==> src/design/dhtfd_pkg.sv <==
// ----------------------------------------------------------------------------
// dhtfd_pkg
// Shared types and constants for the deduplicating hash table with its
// running FNV-1a-32 digest.
// ----------------------------------------------------------------------------
`timescale 1ns / 1ps
`default_nettype none

package dhtfd_pkg;

  // FNV-1a-32 constants.
  localparam logic [31:0] FNV_BASIS = 32'h811c_9dc5;
  localparam logic [31:0] FNV_PRIME = 32'h0100_0193;

  // Operation codes.
  localparam logic OP_ADD   = 1'b0;
  localparam logic OP_CLEAR = 1'b1;

  // Status codes.
  localparam logic [1:0] ST_ADDED   = 2'd0;
  localparam logic [1:0] ST_DUP     = 2'd1;
  localparam logic [1:0] ST_FULL    = 2'd2;
  localparam logic [1:0] ST_CLEARED = 2'd3;

  // Command beat.
  typedef struct packed {
    logic        operation;
    logic [31:0] entry_hash;
    logic [7:0]  entry_type;
    logic [7:0]  slot_number;
  } in_t;

  // Result beat.
  typedef struct packed {
    logic [1:0]  status;
    logic [6:0]  entry_count;
    logic [31:0] digest;
  } out_t;

endpackage

`default_nettype wire

==> src/design/dedup_hash_table_with_fnv_digest_core.sv <==
// ----------------------------------------------------------------------------
// dedup_hash_table_with_fnv_digest_core
// Bounded table of 32-bit entry hashes with duplicate rejection and a
// running FNV-1a-32 digest over the stored entries.
// ----------------------------------------------------------------------------
// Usage:
//   A command beat is taken on a rising edge where start is high and busy is
//   low. Each command gives exactly one result beat, shown on out_data for a
//   single cycle with out_valid high; the receiver must take it then.
//   A clear, or an add to a full table, answers in the cycle after it is
//   taken and leaves busy low, so such commands may follow every cycle.
//   An add to a table holding n entries scans the stored hashes through the
//   single memory read port, one per cycle, pipelined with one comparator.
//   A duplicate stops the scan early. A new entry is then written and folded
//   into the digest one byte per cycle through one 32x32 multiplier. The
//   result follows in the cycle after the last round, when busy is already
//   low again. Busy stays high through the scan and the fold, so no new
//   command is taken before an add has given its result.
//   Reset empties the table and restores the offset basis in the digest; no
//   clearing pass runs over the memory, as only written entries are compared.
// ----------------------------------------------------------------------------
`timescale 1ns / 1ps
`default_nettype none

module dedup_hash_table_with_fnv_digest_core #(
  parameter int MAX_ENTRIES = 64
) (
  input  wire logic            clk,
  input  wire logic            rst_n,
  input  wire logic            start,
  output logic                 busy,
  input  wire dhtfd_pkg::in_t  in_data,
  output logic                 out_valid,
  output dhtfd_pkg::out_t      out_data
);

  localparam int CNT_W = $clog2(MAX_ENTRIES + 1);
  localparam int IDX_W = (MAX_ENTRIES > 1) ? $clog2(MAX_ENTRIES) : 1;
  localparam logic [CNT_W-1:0] CNT_MAX   = CNT_W'(MAX_ENTRIES);
  localparam logic [2:0]       FOLD_LAST = 3'd5;

  typedef enum logic [2:0] {
    S_IDLE = 3'b001,
    S_SCAN = 3'b010,
    S_FOLD = 3'b100
  } state_t;

  state_t            state_r, state_nxt;
  logic [CNT_W-1:0]  count_r, count_nxt;
  logic [31:0]       digest_r, digest_nxt;
  logic [31:0]       work_r, work_nxt;
  logic [CNT_W-1:0]  rd_idx_r, rd_idx_nxt;
  logic              cmp_vld_r, cmp_vld_nxt;
  logic [2:0]        fold_cnt_r, fold_cnt_nxt;
  dhtfd_pkg::in_t    cmd_r, cmd_nxt;
  logic              out_valid_r, out_valid_nxt;
  dhtfd_pkg::out_t   out_r, out_nxt;
  logic [31:0]       rd_data_r;
  logic              mem_we;
  logic [31:0]       count_ext;
  logic [31:0]       count_inc_ext;
  logic [7:0]        fold_byte;
  logic [31:0]       fold_mul;

  logic [31:0] hash_mem [MAX_ENTRIES];

  // Hash store: one write port, one registered read port.
  always_ff @(posedge clk) begin
    if (mem_we) begin
      hash_mem[count_r[IDX_W-1:0]] <= cmd_r.entry_hash;
    end
    rd_data_r <= hash_mem[rd_idx_r[IDX_W-1:0]];
  end

  // Count as reported on the result, masked to seven bits.
  assign count_ext     = 32'(count_r);
  assign count_inc_ext = 32'(count_r + CNT_W'(1));

  // Byte fed into the digest in the current fold round.
  always_comb begin
    unique case (fold_cnt_r)
      3'd0:    fold_byte = cmd_r.entry_hash[7:0];
      3'd1:    fold_byte = cmd_r.entry_hash[15:8];
      3'd2:    fold_byte = cmd_r.entry_hash[23:16];
      3'd3:    fold_byte = cmd_r.entry_hash[31:24];
      3'd4:    fold_byte = cmd_r.entry_type;
      default: fold_byte = cmd_r.slot_number;
    endcase
  end

  // The shared multiplier: one FNV-1a round per cycle.
  assign fold_mul = 32'((work_r ^ {24'd0, fold_byte}) * dhtfd_pkg::FNV_PRIME);

  // Sequencer.
  always_comb begin
    state_nxt     = state_r;
    count_nxt     = count_r;
    digest_nxt    = digest_r;
    work_nxt      = work_r;
    rd_idx_nxt    = rd_idx_r;
    cmp_vld_nxt   = cmp_vld_r;
    fold_cnt_nxt  = fold_cnt_r;
    cmd_nxt       = cmd_r;
    out_valid_nxt = 1'b0;
    out_nxt       = out_r;
    mem_we        = 1'b0;

    unique case (state_r)
      S_IDLE: begin
        if (start) begin
          cmd_nxt = in_data;
          if (in_data.operation == dhtfd_pkg::OP_CLEAR) begin
            count_nxt           = '0;
            digest_nxt          = dhtfd_pkg::FNV_BASIS;
            out_valid_nxt       = 1'b1;
            out_nxt.status      = dhtfd_pkg::ST_CLEARED;
            out_nxt.entry_count = '0;
            out_nxt.digest      = dhtfd_pkg::FNV_BASIS;
          end else if (count_r == CNT_MAX) begin
            out_valid_nxt       = 1'b1;
            out_nxt.status      = dhtfd_pkg::ST_FULL;
            out_nxt.entry_count = count_ext[6:0];
            out_nxt.digest      = digest_r;
          end else begin
            rd_idx_nxt  = '0;
            cmp_vld_nxt = 1'b0;
            state_nxt   = S_SCAN;
          end
        end
      end

      S_SCAN: begin
        // A read issued last cycle is compared while the next one is issued.
        if (cmp_vld_r && (rd_data_r == cmd_r.entry_hash)) begin
          out_valid_nxt       = 1'b1;
          out_nxt.status      = dhtfd_pkg::ST_DUP;
          out_nxt.entry_count = count_ext[6:0];
          out_nxt.digest      = digest_r;
          state_nxt           = S_IDLE;
        end else if ((rd_idx_r == count_r) && !cmp_vld_r) begin
          mem_we       = 1'b1;
          work_nxt     = digest_r;
          fold_cnt_nxt = '0;
          state_nxt    = S_FOLD;
        end else if (rd_idx_r != count_r) begin
          rd_idx_nxt  = rd_idx_r + CNT_W'(1);
          cmp_vld_nxt = 1'b1;
        end else begin
          cmp_vld_nxt = 1'b0;
        end
      end

      S_FOLD: begin
        work_nxt     = fold_mul;
        fold_cnt_nxt = fold_cnt_r + 3'd1;
        if (fold_cnt_r == FOLD_LAST) begin
          digest_nxt          = fold_mul;
          count_nxt           = count_r + CNT_W'(1);
          out_valid_nxt       = 1'b1;
          out_nxt.status      = dhtfd_pkg::ST_ADDED;
          out_nxt.entry_count = count_inc_ext[6:0];
          out_nxt.digest      = fold_mul;
          state_nxt           = S_IDLE;
        end
      end

      default: begin
        state_nxt = S_IDLE;
      end
    endcase
  end

  // Control state.
  always_ff @(posedge clk) begin
    if (!rst_n) begin
      state_r     <= S_IDLE;
      count_r     <= '0;
      digest_r    <= dhtfd_pkg::FNV_BASIS;
      out_valid_r <= 1'b0;
      cmp_vld_r   <= 1'b0;
    end else begin
      state_r     <= state_nxt;
      count_r     <= count_nxt;
      digest_r    <= digest_nxt;
      out_valid_r <= out_valid_nxt;
      cmp_vld_r   <= cmp_vld_nxt;
    end
  end

  // Payload and working registers.
  always_ff @(posedge clk) begin
    work_r     <= work_nxt;
    rd_idx_r   <= rd_idx_nxt;
    fold_cnt_r <= fold_cnt_nxt;
    cmd_r      <= cmd_nxt;
    out_r      <= out_nxt;
  end

  assign busy      = (state_r != S_IDLE);
  assign out_valid = out_valid_r;
  assign out_data  = out_r;

endmodule

`default_nettype wire

==> config.mk <==
export PLATFORM = sky130hd
export DESIGN_NAME = dedup_hash_table_with_fnv_digest_core
export DESIGN_NICKNAME = d
export VERILOG_FILES = /design/src/design/dhtfd_pkg.sv /design/src/design/dedup_hash_table_with_fnv_digest_core.sv
export SDC_FILE = /design/constraint.sdc
export NUM_CORES = 2
export LEC_CHECK = 0
export BUFFER_PORTS_ARGS = -buffer_cell sky130_fd_sc_hd__buf_2
export CORE_ASPECT_RATIO = 0.8
export CORE_UTILIZATION = 50
export DETAILED_ROUTE_END_ITERATION = 10
export PLACE_DENSITY = 0.72
export RECOVER_POWER = 100
export SLEW_MARGIN = 20
export SYNTH_ARGS = -nofsm -noshare
export SYNTH_HDL_FRONTEND = slang
export SYNTH_SLANG_ARGS = --single-unit
==> constraint.sdc <==
create_clock -name clk -period 11.92 [get_ports clk]
set_clock_uncertainty 0.05 [all_clocks]
set_input_delay 2.384 -clock clk [delete_from_list [all_inputs] [get_ports clk]]
set_output_delay 2.384 -clock clk [all_outputs]
set_load 0.05 [all_outputs]
After elaboration in Yosys (flattened, before gate mapping)
Memories as Yosys holds them, arrays and structs flattened. A register that Yosys moved wholly into a read port is not among the register bits.
Cells that the tools add are included.
{"block": "word_totals", "output_inout_bits": 43, "memories": 1, "word_cells": 114, "regBits": 175, "mem_bits_rw": 2048, "inputBits": 52}
{"block": "classes", "muxes": 53, "reduce_logical": 15, "n_eq_ne": 25, "mul": 1, "addsub": 4, "n_bitwise": 1}
{"memory": "hash_mem", "words": 64, "width": 32, "rd": 1, "rd_clocked_by_memory_dff": 1, "write_ports": 1, "line_no": "dedup_hash_table_with_fnv_digest_core.sv:65", "source": "logic [31:0] hash_mem [MAX_ENTRIES];"}
{"cell": "41-bit two-way mux", "count": 5}
{"cell": "32-bit two-way mux", "count": 5}
{"cell": "32-bit one-hot mux with 2 select lines", "count": 2}
{"cell": "41-bit one-hot mux with 3 select lines", "count": 1}
{"cell": "7-bit two-way mux", "count": 9}
{"cell": "8-bit one-hot mux with 5 select lines", "count": 1}
{"cell": "32-bit equality test", "count": 1}
{"cell": "32-bit by 25-bit multiplier with 32-bit output (second input constant)", "count": 1}
{"cell": "32-bit by 8-bit bitwise XOR with 32-bit output", "count": 1}
{"cell": "7-bit one-hot mux with 2 select lines", "count": 2}
{"cell": "3-bit two-way mux", "count": 8}
{"cell": "7-bit by 1-bit adder with 7-bit output (second input constant)", "count": 3}
{"cell": "2-bit inequality test (second input constant)", "count": 10}
{"cell": "1-bit two-way mux", "count": 16}
{"cell": "5-bit AND reduction", "count": 2}
{"cell": "3-bit by 2-bit equality test with 1-bit output (second input constant)", "count": 3}
{"cell": "3-bit equality test (second input constant)", "count": 3}
{"cell": "3-bit one-hot mux with 3 select lines", "count": 1}
{"cell": "7-bit equality test", "count": 1}
{"cell": "7-bit equality test (second input constant)", "count": 1}
{"cell": "7-bit inequality test", "count": 1}
{"cell": "7-bit AND reduction", "count": 1}
{"cell": "3-bit by 1-bit equality test with 1-bit output (second input constant)", "count": 2}
{"cell": "3-bit inequality test (second input constant)", "count": 2}
{"cell": "14 further kinds", "count": 17}

Depth between registers and ports, before layout
{"block": "logic_depth", "depth_word": 7, "depth_mapped": 30}

Worst setup path after synthesis
No wires, ideal clock.
{"block": "synth_timing", "path_kind": "register to register", "startpoint": "register fold_cnt_r[2]", "endpoint": "register out_r, in the netlist out_data[30] (data pin)", "stages_incl_launch_ff": 29, "period_less_slack_ps": 6803, "setup_slack_ps": 5117, "t_arrival_ps": 6499, "required_time_ps": 11616, "path_buffers": 4, "cell_sequence": "edfxtp_1 > buf_2 > buf_1 > inv_1 > ha_1 > clkbuf_1 > nor2_1 > o21ai_1 > clkbuf_1 > o21ai_0 > xnor2_1 > ha_1 > ha_1 > fa_1 > ha_1 > fa_1 > ha_1 > inv_1 > fa_1 > inv_1 > ha_1 > and3_1 > o211a_1 > o41ai_1 > and2_1 > a2111oi_1 > or3_1 > nand3_1 > a21o_1"}
{"item": "start: declaration", "line_no": "dedup_hash_table_with_fnv_digest_core.sv:54", "source": "logic [2:0] fold_cnt_r, fold_cnt_nxt;"}
{"item": "start signal: assignment", "line_no": "dedup_hash_table_with_fnv_digest_core.sv:194", "source": "fold_cnt_r <= fold_cnt_nxt;"}
{"item": "end signal: assignment", "line_no": "dedup_hash_table_with_fnv_digest_core.sv:196", "source": "out_r <= out_nxt;"}
{"item": "end: declaration", "line_no": "dedup_hash_table_with_fnv_digest_core.sv:57", "source": "dhtfd_pkg::out_t out_r, out_nxt;"}

==> run metrics <==
initial antenna violation count 18; largest net degree at the start of global routing 153; design area 0.1014 mm²; TritonRoute pass-1 iters 7; CP startpoint kind flip-flop; RSZ-0062 raised after global routing false; maxcap violations 111; hold crit path type flip-flop to flip-flop; Final setup violation count 0; Peak Freq 105.1 MHz; post-CTS setup buffers 0; Pwr Density 160.3 mW/mm²; Top Ports 95; Tcrit/Tclk final 79.82%; clock sink total 2,255; Vias 45,090; drt drc 0; # rows 140; critical path class flip-flop to flip-flop; Core Box Area 0.1820 mm²; Hold Buf Count CTS 0; Final Hold Viols 0; register area share after synthesis 73.12%; EDFF count, synth 2,179; CTS tree done; peak supply drop 0.0001658 V; synthesis-stage register bit count 2,255; top cells by area, synth edfxtp_1, mux4_2, ha_1, dfxtp_1, fa_1; static leakage 32.22 nW; total grt overflow 0; Routed Antenna Nets 0; Syn Nets 4,598; RePlAce Congestion 0.8966; htree depth 4; Yosys top cell by area edfxtp_1; share of cells above drive strength 1 22.63%; WL met2 104,600 µm; worst path required time 12.46 ns; drt initial violations 7,014; vias in the first global route 44,838; Critical Path End Type flip-flop; CP arrival 10.06 ns; share of the synthesized area in the top cell type 71.46%; DIE AREA 0.1849 mm²; list of most frequent post-synthesis cells edfxtp_1, mux4_2, ha_1, inv_1, nand2_1; max_slew headroom -160.1%; Syn Inst Count 4,280; Yosys cell types 62; Vias/cell 6.366; Cell Area, Synth 0.09156 mm²; Num CTS Buffers 198; failing checks capacitance limit, slew limit; I/O Buffers 94; fin. max-slew vios 4,449; run status finished with violations; clock insertion delay at the later pin of the skew report 0.84 ns; Clock transition at path regs 0.07 ns; Area after DPL 0.09574 mm²; mean routed wirelength per cell 32.31 µm; Top Metal Used met5; nets@finish 4,825; Layout area overhead 10.78%; first-pass GRT wire length 326,400 µm; final core utilization 55.73%; Final Total Pwr 16.26 mW; die width 480.4 µm; worst slew pin tran 3.901 ns; Total GRT Usage 25.10%; warnings from Yosys 0; setup TNS 0 ns; Starting Density 50.31%; Die Span Y 384.8 µm; final wirelength 228,900 µm; met1 WL 89,200 µm; clk buf depth 3; Final Critical Period 9.515 ns; CTS Root Cell clkbuf_16; FFs w/ async S/R, synth 0%; syn_area_per_cell 21.39 µm²; DP HPWL 125,600 µm; # resized after CTS 0; most frequent cell after synthesis edfxtp_1; CP Max Fanout 66; Synth Flop Type edfxtp_1; met3 wire length 27,060 µm
-- worst paths after layout --
| kind | from | endpoint | slack, ns | cells after the start |
|---|---|---|---|---|
| hold / removal | digest_r[8] | digest_r[8] | 0.42 | 2 |
| hold reg to reg | digest_r[8] | digest_r[8] | 0.42 | 2 |
| setup / recovery | cmd_r[34] | out_data[30] | 2.41 | 23 |
| setup reg to reg | cmd_r[34] | out_data[30] | 2.41 | 23 |
-- cell type report --
cell class,instances,area (µm²)
clock inverter,111,1044
timing repair buffer,226,1065
tap,2414,3020
antenna,3,7.507
clock buffer,248,5184
fill,13179,80570
inverter,188,705.7
multi-input combinational,1638,23450
sequential,2255,66950
-- cells by family after synthesis --
group,count (synthesis),share of synthesized area [%]
DFF,2255,73.12
buffers and inverters,387,1.712
AOI/OAI and AO/OA,213,1.539
and+or+nand+nor,389,1.893
muxes,679,16.61
xor gates and xnor gates,91,0.8787
adders and majority gates,266,4.242
-- power breakdown --
| group | total (mW) | switching, mW | internal, mW | leakage (nW) |
|---|---|---|---|---|
| clock network | 6.26 | 2.83 | 3.43 | 3.03 |
| registers | 8.79 | 0.0194 | 8.77 | 20.2 |
| logic | 1.21 | 0.780 | 0.429 | 9.00 |
-- layer usage --
metal / vias to the layer above / global-route usage, %
li1: 18048 / -
met1: 23909 / 36.81
met2: 2692 / 37.63
met3: 439 / 5.618
met4: 2 / 8.307
met5: - / 0
-- state kept, by name, summed over array words and instances (netlist names) --
register,flops
state_r,3
work_r,32
hash_mem,2048
rd_idx_r,7
cmd_r,48
count_r,7
rd_data_r,32
digest_r,32
cmp_vld_r,1
out_data,41
fold_cnt_r,3
out_valid,1
-- critical path, stage by stage, from the launching register on --
cell	delay [ns]
edfxtp_1	0.32
clkbuf_1	2.66
a222oi_1	0.41
nand3_1	0.26
o21ai_0	0.22
xnor2_1	0.52
and2_1	0.25
ha_1	0.25
fa_1	0.44
ha_1	0.22
fa_1	0.44
ha_1	0.28
inv_1	0.04
fa_1	0.48
inv_1	0.04
ha_1	0.38
and3_1	0.24
o211a_1	0.16
o41ai_1	0.09
and2_1	0.25
a2111oi_1	0.69
or3_1	0.25
nand3_1	0.10
a21o_1	0.20
-- cell usage in the layout (no fill, tap or decap), drive strengths merged, types with 11 or more instances in the layout --
cell,n
edfxtp,2179
mux4,672
clkbuf,410
inv,194
ha,192
nand2,134
nor2,126
clkinv,88
dfxtp,76
fa,74
buf,64
a21oi,47
xor2,47
o21ai,46
xnor2,44
nand3,33
nor3,26
o21a,16
bufinv,16
o211ai,15
a21o,13
a32oi,11
and3,11
-- per-stage QoR --
step | setup slack (ns) | hold slack [ns] | std cells
after CTS | 4.256 | 0.4189 | 7080
final | 2.405 | 0.4242 | 7083
after global placement | 4.538 | 0.3958 | 6721
after global routing | 1.896 | 0.4344 | 7080
after detailed placement | 4.319 | 0.4054 | 6721
after floorplan | 5.117 | 0.3838 | 4280
(Power assumes the default switching activity.)
